<file path="src/sv/apts_pkg.sv">
// Package for the aging priority task scheduler.
// Holds shared constants and item mode codes.
// No dependencies.
package apts_pkg;

    localparam int TASK_SLOTS_DEF = 16;
    localparam int PRIO_BITS_DEF  = 8;
    localparam int SKIP_BITS      = 16;
    localparam int MODE_BITS      = 3;
    localparam int REQ_SLOT_BITS  = 4;
    localparam int REQ_PRIO_BITS  = 8;

    // Item mode codes.
    localparam logic [MODE_BITS-1:0] MODE_TICK   = 3'd0;
    localparam logic [MODE_BITS-1:0] MODE_SWITCH = 3'd1;
    localparam logic [MODE_BITS-1:0] MODE_BLOCK  = 3'd2;
    localparam logic [MODE_BITS-1:0] MODE_ADD    = 3'd3;
    localparam logic [MODE_BITS-1:0] MODE_REMOVE = 3'd4;

endpackage

</file>
<file path="src/sv/apts_table.sv">
// Task table memory: one synchronous RAM holding static priority,
// dynamic priority and skip count per slot. Depends on apts_pkg.
module apts_table
    import apts_pkg::*;
#(
    parameter int TASK_SLOTS = TASK_SLOTS_DEF,
    parameter int PRIO_BITS  = PRIO_BITS_DEF,
    localparam int SW = (TASK_SLOTS > 1) ? $clog2(TASK_SLOTS) : 1,
    localparam int EW = 2 * PRIO_BITS + SKIP_BITS
)
(
    input  logic          clk,
    input  logic          wr_en,
    input  logic [SW-1:0] wr_addr,
    input  logic [EW-1:0] wr_data,
    input  logic [SW-1:0] rd_addr,
    output logic [EW-1:0] rd_data
);

    logic [EW-1:0] mem [TASK_SLOTS];

    // Write port and registered read port.
    always_ff @(posedge clk)
    begin
        if (wr_en)
        begin
            mem[wr_addr] <= wr_data;
        end
        rd_data <= mem[rd_addr];
    end

endmodule

</file>
<file path="src/sv/aging_priority_task_scheduler_top.sv">
// Top level of the aging priority task scheduler.
// Depends on apts_pkg and apts_table.
//
// Usage: items arrive on the s_axis channel (tdata: mode, task_req,
// priority_req), one result per item leaves on m_axis (tdata: next_task,
// next_is_idle, switched). Add and remove items skip the table scan. Tick,
// switch and block items walk the task table one slot per cycle through the
// single read port of the table memory, with a read-modify-write pipeline
// of one stage; a switch or block item that finds a ready task then writes
// the winner back in ST_WIN_WR. The result waits in an output register;
// while the receiver stalls, the block finishes the current item and then
// holds s_axis_tready low until the result is taken. One item is in work
// at a time. Reset clears the ready bits (kept in flip-flops) and makes the
// idle task run; the table memory itself is not cleared, since slot data is
// only used once an add has written it and set its ready bit.
module aging_priority_task_scheduler_top
    import apts_pkg::*;
#(
    parameter int TASK_SLOTS = TASK_SLOTS_DEF,
    parameter int PRIO_BITS  = PRIO_BITS_DEF
)
(
    input  logic        clk,
    input  logic        rst_n,
    input  logic        s_axis_tvalid,
    output logic        s_axis_tready,
    input  logic [15:0] s_axis_tdata,   // mode[2:0], task_req[6:3], priority_req[14:7]
    output logic        m_axis_tvalid,
    input  logic        m_axis_tready,
    output logic [7:0]  m_axis_tdata    // next_task[3:0], next_is_idle[4], switched[5]
);

    localparam int SW = (TASK_SLOTS > 1) ? $clog2(TASK_SLOTS) : 1;
    localparam int CW = $clog2(TASK_SLOTS + 1);
    localparam int EW = 2 * PRIO_BITS + SKIP_BITS;
    localparam logic [SKIP_BITS-1:0] SKIP_MAX = '1;

    typedef enum logic [2:0] {
        ST_IDLE, ST_SCAN, ST_WIN_RD, ST_WIN_WR, ST_OUT
    } state_t;

    typedef struct packed {
        logic [PRIO_BITS-1:0] sp;
        logic [PRIO_BITS-1:0] dp;
        logic [SKIP_BITS-1:0] skip;
    } entry_t;

    state_t state_reg;
    logic [TASK_SLOTS-1:0] ready_reg;
    logic [SW-1:0] run_slot_reg;
    logic run_idle_reg;
    logic [MODE_BITS-1:0] mode_reg;
    logic [CW-1:0] rd_cnt_reg;
    logic rd_vld_reg;
    logic [SW-1:0] rd_slot_reg;
    logic found_reg;
    logic [SW-1:0] best_reg;
    entry_t best_reg_e;
    logic [SW-1:0] old_slot_reg;
    logic old_idle_reg;
    logic out_valid_reg;
    logic [3:0] out_task_reg;
    logic out_idle_reg;
    logic out_sw_reg;

    logic wr_en;
    logic [SW-1:0] wr_addr;
    entry_t wr_data;
    logic [SW-1:0] rd_addr;
    entry_t rd_data;
    logic [EW-1:0] rd_raw;

    logic [MODE_BITS-1:0] in_mode;
    logic [REQ_SLOT_BITS-1:0] in_slot;
    logic [REQ_PRIO_BITS-1:0] in_prio;
    logic in_fire;
    logic slot_ok;
    logic [SW-1:0] slot_idx;

    assign in_mode = s_axis_tdata[2:0];
    assign in_slot = s_axis_tdata[6:3];
    assign in_prio = s_axis_tdata[14:7];
    assign s_axis_tready = (state_reg == ST_IDLE) && !out_valid_reg;
    assign in_fire = s_axis_tvalid && s_axis_tready;
    assign slot_ok = ({28'd0, in_slot} < 32'(TASK_SLOTS));
    assign slot_idx = SW'(in_slot);
    assign rd_data = entry_t'(rd_raw);

    assign m_axis_tvalid = out_valid_reg;
    assign m_axis_tdata  = {2'b00, out_sw_reg, out_idle_reg, out_task_reg};

    apts_table #(.TASK_SLOTS(TASK_SLOTS), .PRIO_BITS(PRIO_BITS)) u_table (
        .clk     (clk),
        .wr_en   (wr_en),
        .wr_addr (wr_addr),
        .wr_data (EW'(wr_data)),
        .rd_addr (rd_addr),
        .rd_data (rd_raw)
    );

    // Combinational scan step for the slot whose read data just returned.
    logic cur_ready;
    logic cur_aged;
    logic cand_take;
    logic cand_tie_cur_loses;
    entry_t best_cur;
    entry_t cur_e;
    logic [SKIP_BITS-1:0] bumped_best;

    always_comb
    begin
        cur_ready = rd_vld_reg && ready_reg[rd_slot_reg];
        cur_aged  = !(!run_idle_reg && rd_slot_reg == run_slot_reg);
        best_cur  = best_reg_e;
        cur_e     = rd_data;
        cand_take = 1'b0;
        cand_tie_cur_loses = 1'b0;
        bumped_best = (best_reg_e.skip != SKIP_MAX) ? best_reg_e.skip + 1'b1 : best_reg_e.skip;
        if (cur_ready && mode_reg != MODE_TICK)
        begin
            if (!found_reg)
            begin
                cand_take = 1'b1;
            end
            else if (best_reg_e.dp > rd_data.dp)
            begin
                cand_take = 1'b1;
            end
            else if (best_reg_e.dp == rd_data.dp)
            begin
                if (best_reg_e.skip < rd_data.skip)
                begin
                    cand_take = 1'b1;
                    best_cur.skip = bumped_best;
                end
                else
                begin
                    cand_tie_cur_loses = 1'b1;
                    if (rd_data.skip != SKIP_MAX)
                    begin
                        cur_e.skip = rd_data.skip + 1'b1;
                    end
                end
            end
        end
    end

    // Memory port control.
    always_comb
    begin
        wr_en   = 1'b0;
        wr_addr = rd_slot_reg;
        wr_data = rd_data;
        rd_addr = SW'(rd_cnt_reg);
        if (in_fire && in_mode == MODE_ADD && slot_ok)
        begin
            wr_en   = 1'b1;
            wr_addr = slot_idx;
            wr_data.sp   = PRIO_BITS'(in_prio);
            wr_data.dp   = PRIO_BITS'(in_prio);
            wr_data.skip = '0;
        end
        else if (state_reg == ST_SCAN && cur_ready)
        begin
            if (mode_reg == MODE_TICK)
            begin
                if (cur_aged && rd_data.dp != '0)
                begin
                    wr_en   = 1'b1;
                    wr_data.dp = rd_data.dp - 1'b1;
                end
            end
            else if (cand_tie_cur_loses)
            begin
                wr_en   = 1'b1;
                wr_data = cur_e;
            end
            else if (cand_take && found_reg && best_reg_e.dp == rd_data.dp)
            begin
                // Previous candidate loses a tie: write its bumped count.
                wr_en   = 1'b1;
                wr_addr = best_reg;
                wr_data = best_cur;
            end
        end
        else if (state_reg == ST_WIN_WR)
        begin
            wr_en   = 1'b1;
            wr_addr = best_reg;
            wr_data.sp   = best_reg_e.sp;
            wr_data.dp   = best_reg_e.sp;
            wr_data.skip = '0;
        end
    end

    // Sequencer, scan pipeline and output register.
    always_ff @(posedge clk or negedge rst_n)
    begin
        if (!rst_n)
        begin
            state_reg      <= ST_IDLE;
            ready_reg      <= '0;
            run_slot_reg   <= '0;
            run_idle_reg   <= 1'b1;
            out_valid_reg  <= 1'b0;
            rd_vld_reg     <= 1'b0;
            rd_cnt_reg     <= '0;
            found_reg      <= 1'b0;
        end
        else
        begin
            if (out_valid_reg && m_axis_tready)
            begin
                out_valid_reg <= 1'b0;
            end
            unique case (state_reg)
                ST_IDLE:
                begin
                    if (in_fire)
                    begin
                        mode_reg     <= in_mode;
                        old_slot_reg <= run_slot_reg;
                        old_idle_reg <= run_idle_reg;
                        rd_cnt_reg   <= '0;
                        rd_vld_reg   <= 1'b0;
                        found_reg    <= 1'b0;
                        if (in_mode == MODE_TICK || in_mode == MODE_SWITCH ||
                            in_mode == MODE_BLOCK)
                        begin
                            state_reg <= ST_SCAN;
                            if (in_mode == MODE_BLOCK && !run_idle_reg)
                            begin
                                ready_reg[run_slot_reg] <= 1'b0;
                            end
                        end
                        else
                        begin
                            if (in_mode == MODE_ADD && slot_ok)
                            begin
                                ready_reg[slot_idx] <= 1'b1;
                            end
                            if (in_mode == MODE_REMOVE && slot_ok)
                            begin
                                ready_reg[slot_idx] <= 1'b0;
                            end
                            out_task_reg  <= run_idle_reg ? 4'd0 : 4'(run_slot_reg);
                            out_idle_reg  <= run_idle_reg;
                            out_sw_reg    <= 1'b0;
                            out_valid_reg <= 1'b1;
                        end
                    end
                end
                ST_SCAN:
                begin
                    rd_vld_reg  <= (rd_cnt_reg < CW'(TASK_SLOTS));
                    rd_slot_reg <= SW'(rd_cnt_reg);
                    if (rd_cnt_reg < CW'(TASK_SLOTS))
                    begin
                        rd_cnt_reg <= rd_cnt_reg + 1'b1;
                    end
                    if (cand_take)
                    begin
                        found_reg      <= 1'b1;
                        best_reg       <= rd_slot_reg;
                        best_reg_e     <= rd_data;
                    end
                    else if (cand_tie_cur_loses)
                    begin
                        best_reg_e <= best_cur;
                    end
                    else if (cur_ready && found_reg && best_reg_e.dp == rd_data.dp)
                    begin
                        best_reg_e <= best_cur;
                    end
                    if (!rd_vld_reg && rd_cnt_reg == CW'(TASK_SLOTS))
                    begin
                        state_reg <= ST_WIN_RD;
                    end
                end
                ST_WIN_RD:
                begin
                    if (mode_reg == MODE_TICK || !found_reg)
                    begin
                        if (mode_reg != MODE_TICK)
                        begin
                            run_slot_reg <= '0;
                            run_idle_reg <= 1'b1;
                        end
                        state_reg <= ST_OUT;
                    end
                    else
                    begin
                        state_reg <= ST_WIN_WR;
                    end
                end
                ST_WIN_WR:
                begin
                    run_slot_reg <= best_reg;
                    run_idle_reg <= 1'b0;
                    state_reg    <= ST_OUT;
                end
                ST_OUT:
                begin
                    if (!out_valid_reg)
                    begin
                        out_task_reg  <= run_idle_reg ? 4'd0 : 4'(run_slot_reg);
                        out_idle_reg  <= run_idle_reg;
                        out_sw_reg    <= (mode_reg != MODE_TICK) &&
                                         ((old_idle_reg != run_idle_reg) ||
                                          (!run_idle_reg && old_slot_reg != run_slot_reg));
                        out_valid_reg <= 1'b1;
                        state_reg     <= ST_IDLE;
                    end
                end
                default:
                begin
                    state_reg <= ST_IDLE;
                end
            endcase
        end
    end

endmodule
</file>
<file path="config.mk">
export PLATFORM = sky130hd
export DESIGN_NAME = aging_priority_task_scheduler_top
export DESIGN_NICKNAME = d
export VERILOG_FILES = /design/src/sv/apts_pkg.sv /design/src/sv/apts_table.sv /design/src/sv/aging_priority_task_scheduler_top.sv
export SDC_FILE = /design/constraint.sdc
export NUM_CORES = 1
export LEC_CHECK = 0
export BUFFER_PORTS_ARGS = -buffer_cell sky130_fd_sc_hd__buf_2
export CAP_MARGIN = 10
export CORE_UTILIZATION = 60
export DETAILED_ROUTE_END_ITERATION = 6
export GPL_ROUTABILITY_DRIVEN = 1
export PLACE_DENSITY = 0.82
export SLEW_MARGIN = 5
export SYNTH_ARGS = -nofsm -noshare
export SYNTH_HDL_FRONTEND = slang
export SYNTH_SLANG_ARGS = --single-unit
</file>
<file path="constraint.sdc">
create_clock -name clk -period 7.68 [get_ports clk]
set_clock_uncertainty 0.1 [all_clocks]
set_input_delay 1.536 -clock clk [delete_from_list [all_inputs] [get_ports clk]]
set_output_delay 1.536 -clock clk [all_outputs]
set_load 0.05 [all_outputs]
</file>
=== After elaboration in Yosys (flattened, before gate mapping) ===
Memories as Yosys holds them, arrays and structs flattened. A register that Yosys moved wholly into a read port is not among the register bits.
Index checks and enable logic that the tools add are counted.

* Memories kept: 1
* Output and inout port bits: 10
* Bits of input ports: 20
* RAM bits: 512
* Register bits after elaboration: 86

* Eq/ne operators: 25
* Bitwise gates (word level): 5
* Reduce and logical (&&, ||, !) cells: 48
* Order comparisons: 8
* $add $sub $neg: 4
* Mux-type cells: 99

{| class="wikitable"
|+ Memories
! name !! words !! bits a word !! rd ports !! clocked after Yosys merged registers in !! write ports !! RTL line !! RTL
|-
| u_table.mem || 16 || 32 || 1 || 1 || 1 || apts_table.sv:20 || <nowiki>logic [EW-1:0] mem [TASK_SLOTS];</nowiki>
|}

{| class="wikitable"
|+ Operators by type and width
! operator !! count
|-
| 16-bit 2-to-1 mux || 22
|-
| 32-bit 2-to-1 mux || 6
|-
| 4-bit 2-to-1 mux || 12
|-
| 1-bit 2-to-1 mux || 36
|-
| 16-bit by 1-bit adder with 16-bit output (second input constant) || 2
|-
| 16-bit bitwise AND || 2
|-
| 16-bit != test (second input constant) || 2
|-
| 16-bit NOT || 2
|-
| 8-bit 2-to-1 mux || 3
|-
| 3-bit AND reduction || 7
|-
| 1-bit logical AND || 19
|-
| 16-bit < comparator || 1
|-
| 16-bit bitwise OR || 1
|-
| 4-bit one-hot mux with 2 select lines || 2
|-
| 4-bit by 5-bit < comparator with 1-bit output (second input constant) || 3
|-
| 3-bit 2-to-1 mux || 5
|-
| 3-bit one-hot mux with 5 select lines || 1
|-
| 3-bit by 2-bit == test with 1-bit output (second input constant) || 4
|-
| 2-bit != test (second input constant) || 6
|-
| 1-bit one-hot mux with 2 select lines || 6
|-
| 5-bit 2-to-1 mux || 2
|-
| 5-bit one-hot mux with 2 select lines || 1
|-
| 3-bit logical NOT || 3
|-
| 1-bit demux with 4-bit select || 2
|-
| other kinds (22) || 39
|}

=== Depth between registers and ports, before layout ===
* Word-level depth: 15
* Gate-level depth with buffers: 12
* Gate-level depth less buffers: 10

=== Modules after synthesis ===
A second synthesis with hierarchy kept.

* Cell total of the unflattened synthesis: 1,623
* Area total of the unflattened synthesis: 26,691.8 sq um

{| class="wikitable"
|+ By module, submodules not included
! module !! instances !! cells an instance !! area each (sq um)
|-
| apts_table || 1 || 838 || 19,835.3
|-
| aging_priority_task_scheduler_top || 1 || 785 || 6,856.6
|}

=== Least setup slack after synthesis ===
Ideal clock, no wire load.

* Path type: register to register
* From: register out_valid_reg, in the netlist m_axis_tvalid
* To: memory u_table.mem[3][0] in the netlist's numbering (enable)
* Period minus slack after synthesis: 6.170 ns
* Slack: 1.510 ns
* Setup time: 0.461 ns
* Arrival time: 5.609 ns
* Stages on the path, launching flop included: 9
* Cell sequence: dfrtp_1 nor4_2 nand2_1 or3_1 buf_2 a22o_2 a222oi_1 o211ai_1 nor3_1

* Longest elaborated chain between the ends: 7
* Elaborated cells on any way between the ends: 8
* Those cells by class: mux (4); reduce/logical (4)

{| class="wikitable"
|+ RTL lines
! what !! RTL line !! RTL
|-
| start: declaration || aging_priority_task_scheduler_top.sv:61 || <nowiki>logic out_valid_reg;</nowiki>
|-
| start signal: assignment || aging_priority_task_scheduler_top.sv:205 || <nowiki>out_valid_reg <= 1'b0;</nowiki>
|-
| start signal: assignment || aging_priority_task_scheduler_top.sv:214 || <nowiki>out_valid_reg <= 1'b0;</nowiki>
|-
| start signal: assignment || aging_priority_task_scheduler_top.sv:249 || <nowiki>out_valid_reg <= 1'b1;</nowiki>
|-
| 1-bit logical NOT (*) || -- ||
|-
| 1-bit logical AND (*) || aging_priority_task_scheduler_top.sv:83 || <nowiki>assign s_axis_tready = (state_reg == ST_IDLE) && !out_valid_reg;</nowiki>
|-
| named net s_axis_tready || aging_priority_task_scheduler_top.sv:26 || <nowiki>output logic s_axis_tready,</nowiki>
|-
| 1-bit logical AND (*) || aging_priority_task_scheduler_top.sv:84 || <nowiki>assign in_fire = s_axis_tvalid && s_axis_tready;</nowiki>
|-
| 1-bit logical AND (*) || aging_priority_task_scheduler_top.sv:155 || <nowiki>if (in_fire && in_mode == MODE_ADD && slot_ok)</nowiki>
|-
| 1-bit 2-to-1 mux || aging_priority_task_scheduler_top.sv:155 ||
|-
| 1-bit 2-to-1 mux || apts_table.sv:25 || <nowiki>if (wr_en)</nowiki>
|-
| 1-bit 2-to-1 mux (not written as such) || apts_table.sv:27 || <nowiki>mem[wr_addr] <= wr_data;</nowiki>
|-
| end: declaration || apts_table.sv:20 ||
|}

Mark *: on every way through the listed nets, which the timed path passes. The rest lies on a longest branch.

=== Worst setup path in the final report ===
* From: register u_table.rd_data[11], read port of u_table.mem
* To: memory u_table.mem[15][9] in the netlist's numbering (enable)

* Longest elaborated chain between the ends: 15
* Elaborated cells on any way between the ends: 25
* Those cells by class: order compare (1); mux (22); reduce/logical (2)

{| class="wikitable"
|+ RTL lines
! what !! RTL line !! RTL
|-
| start: declaration || apts_table.sv:17 || <nowiki>output logic [EW-1:0] rd_data</nowiki>
|-
| 16-bit < comparator (*) || aging_priority_task_scheduler_top.sv:131 || <nowiki>if (best_reg_e.skip < rd_data.skip)</nowiki>
|-
| 1-bit 2-to-1 mux || aging_priority_task_scheduler_top.sv:131 ||
|-
| 1-bit 2-to-1 mux || aging_priority_task_scheduler_top.sv:129 || <nowiki>else if (best_reg_e.dp == rd_data.dp)</nowiki>
|-
| 1-bit 2-to-1 mux || aging_priority_task_scheduler_top.sv:125 || <nowiki>else if (best_reg_e.dp > rd_data.dp)</nowiki>
|-
| 1-bit 2-to-1 mux || aging_priority_task_scheduler_top.sv:121 || <nowiki>if (!found_reg)</nowiki>
|-
| 1-bit 2-to-1 mux || aging_priority_task_scheduler_top.sv:119 || <nowiki>if (cur_ready && mode_reg != MODE_TICK)</nowiki>
|-
| 1-bit logical AND (2 in series) || aging_priority_task_scheduler_top.sv:178 || <nowiki>else if (cand_take && found_reg && best_reg_e.dp == rd_data.dp)</nowiki>
|-
| 1-bit 2-to-1 mux || aging_priority_task_scheduler_top.sv:178 ||
|-
| 1-bit 2-to-1 mux || aging_priority_task_scheduler_top.sv:173 || <nowiki>else if (cand_tie_cur_loses)</nowiki>
|-
| 1-bit 2-to-1 mux || aging_priority_task_scheduler_top.sv:165 || <nowiki>if (mode_reg == MODE_TICK)</nowiki>
|-
| 1-bit 2-to-1 mux || aging_priority_task_scheduler_top.sv:163 || <nowiki>else if (state_reg == ST_SCAN && cur_ready)</nowiki>
|-
| 1-bit 2-to-1 mux || aging_priority_task_scheduler_top.sv:155 ||
|-
| 1-bit 2-to-1 mux || apts_table.sv:25 ||
|-
| 1-bit 2-to-1 mux (not written as such) || apts_table.sv:27 ||
|}

Mark *: on every way between the ends. The rest lies on a longest branch, timed or not.

==> impl_metrics.ini <==
[detailed_routing]
drt_iter0_drc = 2101
first_pass_iters = 5
vias_per_cell = 6.82
drc_errors = 0
wl_per_cell_um = 29.2
num_vias = 15000
finalWirelength_um = 64100
ant_nets = 0

[die]
die-width_um = 212
io_pins = 30
die_h_um = 212
dieArea_mm2 = 0.0450
fp.coreArea_mm2 = 0.0433
start_util = 0.612
row_count = 76

[hold_path]
hold_path_startpoint = ready_reg[4]
min_to = ready_reg[4]
hold_depth = 2
hold_class = register to register

[layout]
fill_cells = 2725
largest_reg_flops = 512
diodes = 0
largestRegisters = u_table.mem x512, u_table.rd_data x32
drive_gt1_frac = 0.226
final_nets = 1614
syn_to_final_growth_pct = 11.2
top_register = u_table.mem

[setup_path]
endpoint_kind = register
r2r_cells = 11
crit_start = u_table.rd_data[11]
arrival_ns = 5.70
worstSetupPathType = register to register
startpoint_type = register
crit_path_max_fanout = 22
r2r_end = u_table.mem[15][9]
timing.rr.start = u_table.rd_data[11]
worstPathRequired_ns = 7.82
reg2reg_slack_ns = 2.12

[synth]
synth_cell_types = 76
syn_avg_cell_area_um2 = 17.5
synth-edff-count = 566
synth-seq-cells = 630
netlist_instances = 1511
syn_area_mm2 = 0.0265
ys_warn_count = 0
synthFlopType = edfxtp_1
synth_seq_area_share = 0.697
async_reset_ff_frac = 0.0508

[global_route]
grt_usage = 0.298
grt_max_degree = 55
antenna_found_initial = 0
overflow = 0
grt_pass1_vias = 15200
grt_pass1_wl_um = 96300

[timing]
drv_slew = 0
whs_ns = 0.419
slew_headroom = 0.123
rsz0062_at_grt = false
final-hold-violation-count = 0
setup_viol = 0
fmax_mhz = 180
fin_crit_sh = 0.724
tightest_slew_ns = 1.32
period_needed_ns = 5.56
timing.setup.tns_ns = 0

[cts]
cts_tree = built
worst_skew_pair.late_latency_ns = 0.64
clk_pin_slew_ns = 0.06
htreeDepth = 2
cts_buffer_depth = 3
cts.sinks = 630
cts_buffers = 59
cts_root_buf = clkbuf_16
post_cts_buffers = 0
cts_resized = 0
cts-hold-fix-buffers = 0

[flow_run]
maxCapViolations = 0

[power_and_ir_drop]
ir_drop_mv = 0.324
p_leak_nw = 9.60
powerDensity_mw_per_mm2 = 371

[place]
dp_hpwl_um = 36700
place_congestion = 0.965
port_buffers = 26

[status]
outcome = complete, no violations
-- placed cells by master, fill, tap and decap left out, drive strengths merged, types with 27 or more instances in the layout --
cell type and n:
a21oi 65, buf 72, clkbuf 82, dfrtp 31, dfxtp 32, edfxtp 566, ha 29, inv 33
mux2i 27, mux4 161, nand2 63, nor2 73, o21ai 49
-- worst max path at each step --
stage | slack [ns] | cells after the start | endpoint
after floorplan | 1.51 | 8 | u_table.mem[3][0]
after global placement | 2.28 | 8 | u_table.mem[10][16]
after detailed placement | 2.23 | 8 | u_table.mem[10][22]
after CTS | 2.23 | 11 | u_table.mem[15][9]
after global routing | 1.90 | 11 | u_table.mem[6][2]
final | 2.12 | 11 | u_table.mem[15][9]
-- final cells by class --
class | instances | area, um^2 | area share
clock buffers | 80 | 1660 | 0.0562
clock inverters | 31 | 255 | 0.00867
inverters | 32 | 120 | 0.00408
multi-input cells | 768 | 7730 | 0.263
flip-flops and latches | 630 | 18400 | 0.627
well taps | 585 | 732 | 0.0249
repair buffers | 74 | 488 | 0.0166
-- routing by layer --
metal	wire length, um	vias to the layer above	GRT usage	part of all wire
met3	6270	169	0.0650	0.098
met1	24600	7678	0.414	0.38
met5	0	-	0	0
met2	30700	919	0.466	0.48
met4	2570	0	0.117	0.040
li1	-	6248	-	-
-- where the power goes --
group	switching, mW	total, mW	internal [mW]
Clock	1.26	2.87	1.61
Combinational	1.80	3.10	1.30
Sequential	0.396	4.95	4.56
Total	3.46	10.9	7.47
-- Yosys cell counts, types with 27 or more instances --
master | n | area [um^2]
dfrtp_1 | 31 | 776
nor2_1 | 73 | 274
a21oi_1 | 65 | 325
nand2_1 | 63 | 236
mux4_2 | 161 | 3630
inv_1 | 32 | 120
ha_1 | 29 | 363
mux2i_1 | 27 | 270
edfxtp_1 | 566 | 17000
clkbuf_1 | 52 | 195
dfxtp_1 | 32 | 641
o21ai_0 | 41 | 205
-- critical path: stages, from the launching register on --
cell	delay [ns]
dfxtp_1	0.45
inv_1	0.10
ha_1	0.30
and3_1	0.19
a221o_1	0.32
a21oi_1	0.18
nand3_1	0.56
o21ai_4	0.79
mux2_4	0.37
or4_4	0.62
nor3_4	0.60
buf_4	0.56
-- kinds of logic (layout without fill, tap and decap cells) --
| kind of cell | count (synthesis) | after routing | synth area share |
|---|---|---|---|
| adders and majority gates | 29 | 29 | 0.0137 |
| muxes | 189 | 189 | 0.148 |
| xor gates and xnor gates | 25 | 25 | 0.00827 |
| DFF | 630 | 630 | 0.697 |
| other | 1 | 2 | 0.000142 |
| and+or+nand+nor | 301 | 301 | 0.0594 |
| buffers and inverters | 114 | 217 | 0.0177 |
| AOI/OAI and AO/OA | 222 | 222 | 0.0564 |
-- metrics by stage --
stage | total power [mW] | setup WS [ns] | utilization | instances | instance area, um^2
after floorplan | 7.04 | 1.51 | - | 1512 | 26500
after global placement | 7.88 | 2.28 | 0.635 | 2083 | 27500
after detailed placement | 8.02 | 2.23 | 0.635 | 2083 | 27500
after CTS | 10.9 | 2.23 | 0.679 | 2194 | 29400
after global routing | 11.3 | 1.90 | 0.680 | 2200 | 29400
final | 10.9 | 2.12 | 0.680 | 2200 | 29400
Note: power is estimated with default switching activity, not from simulation.
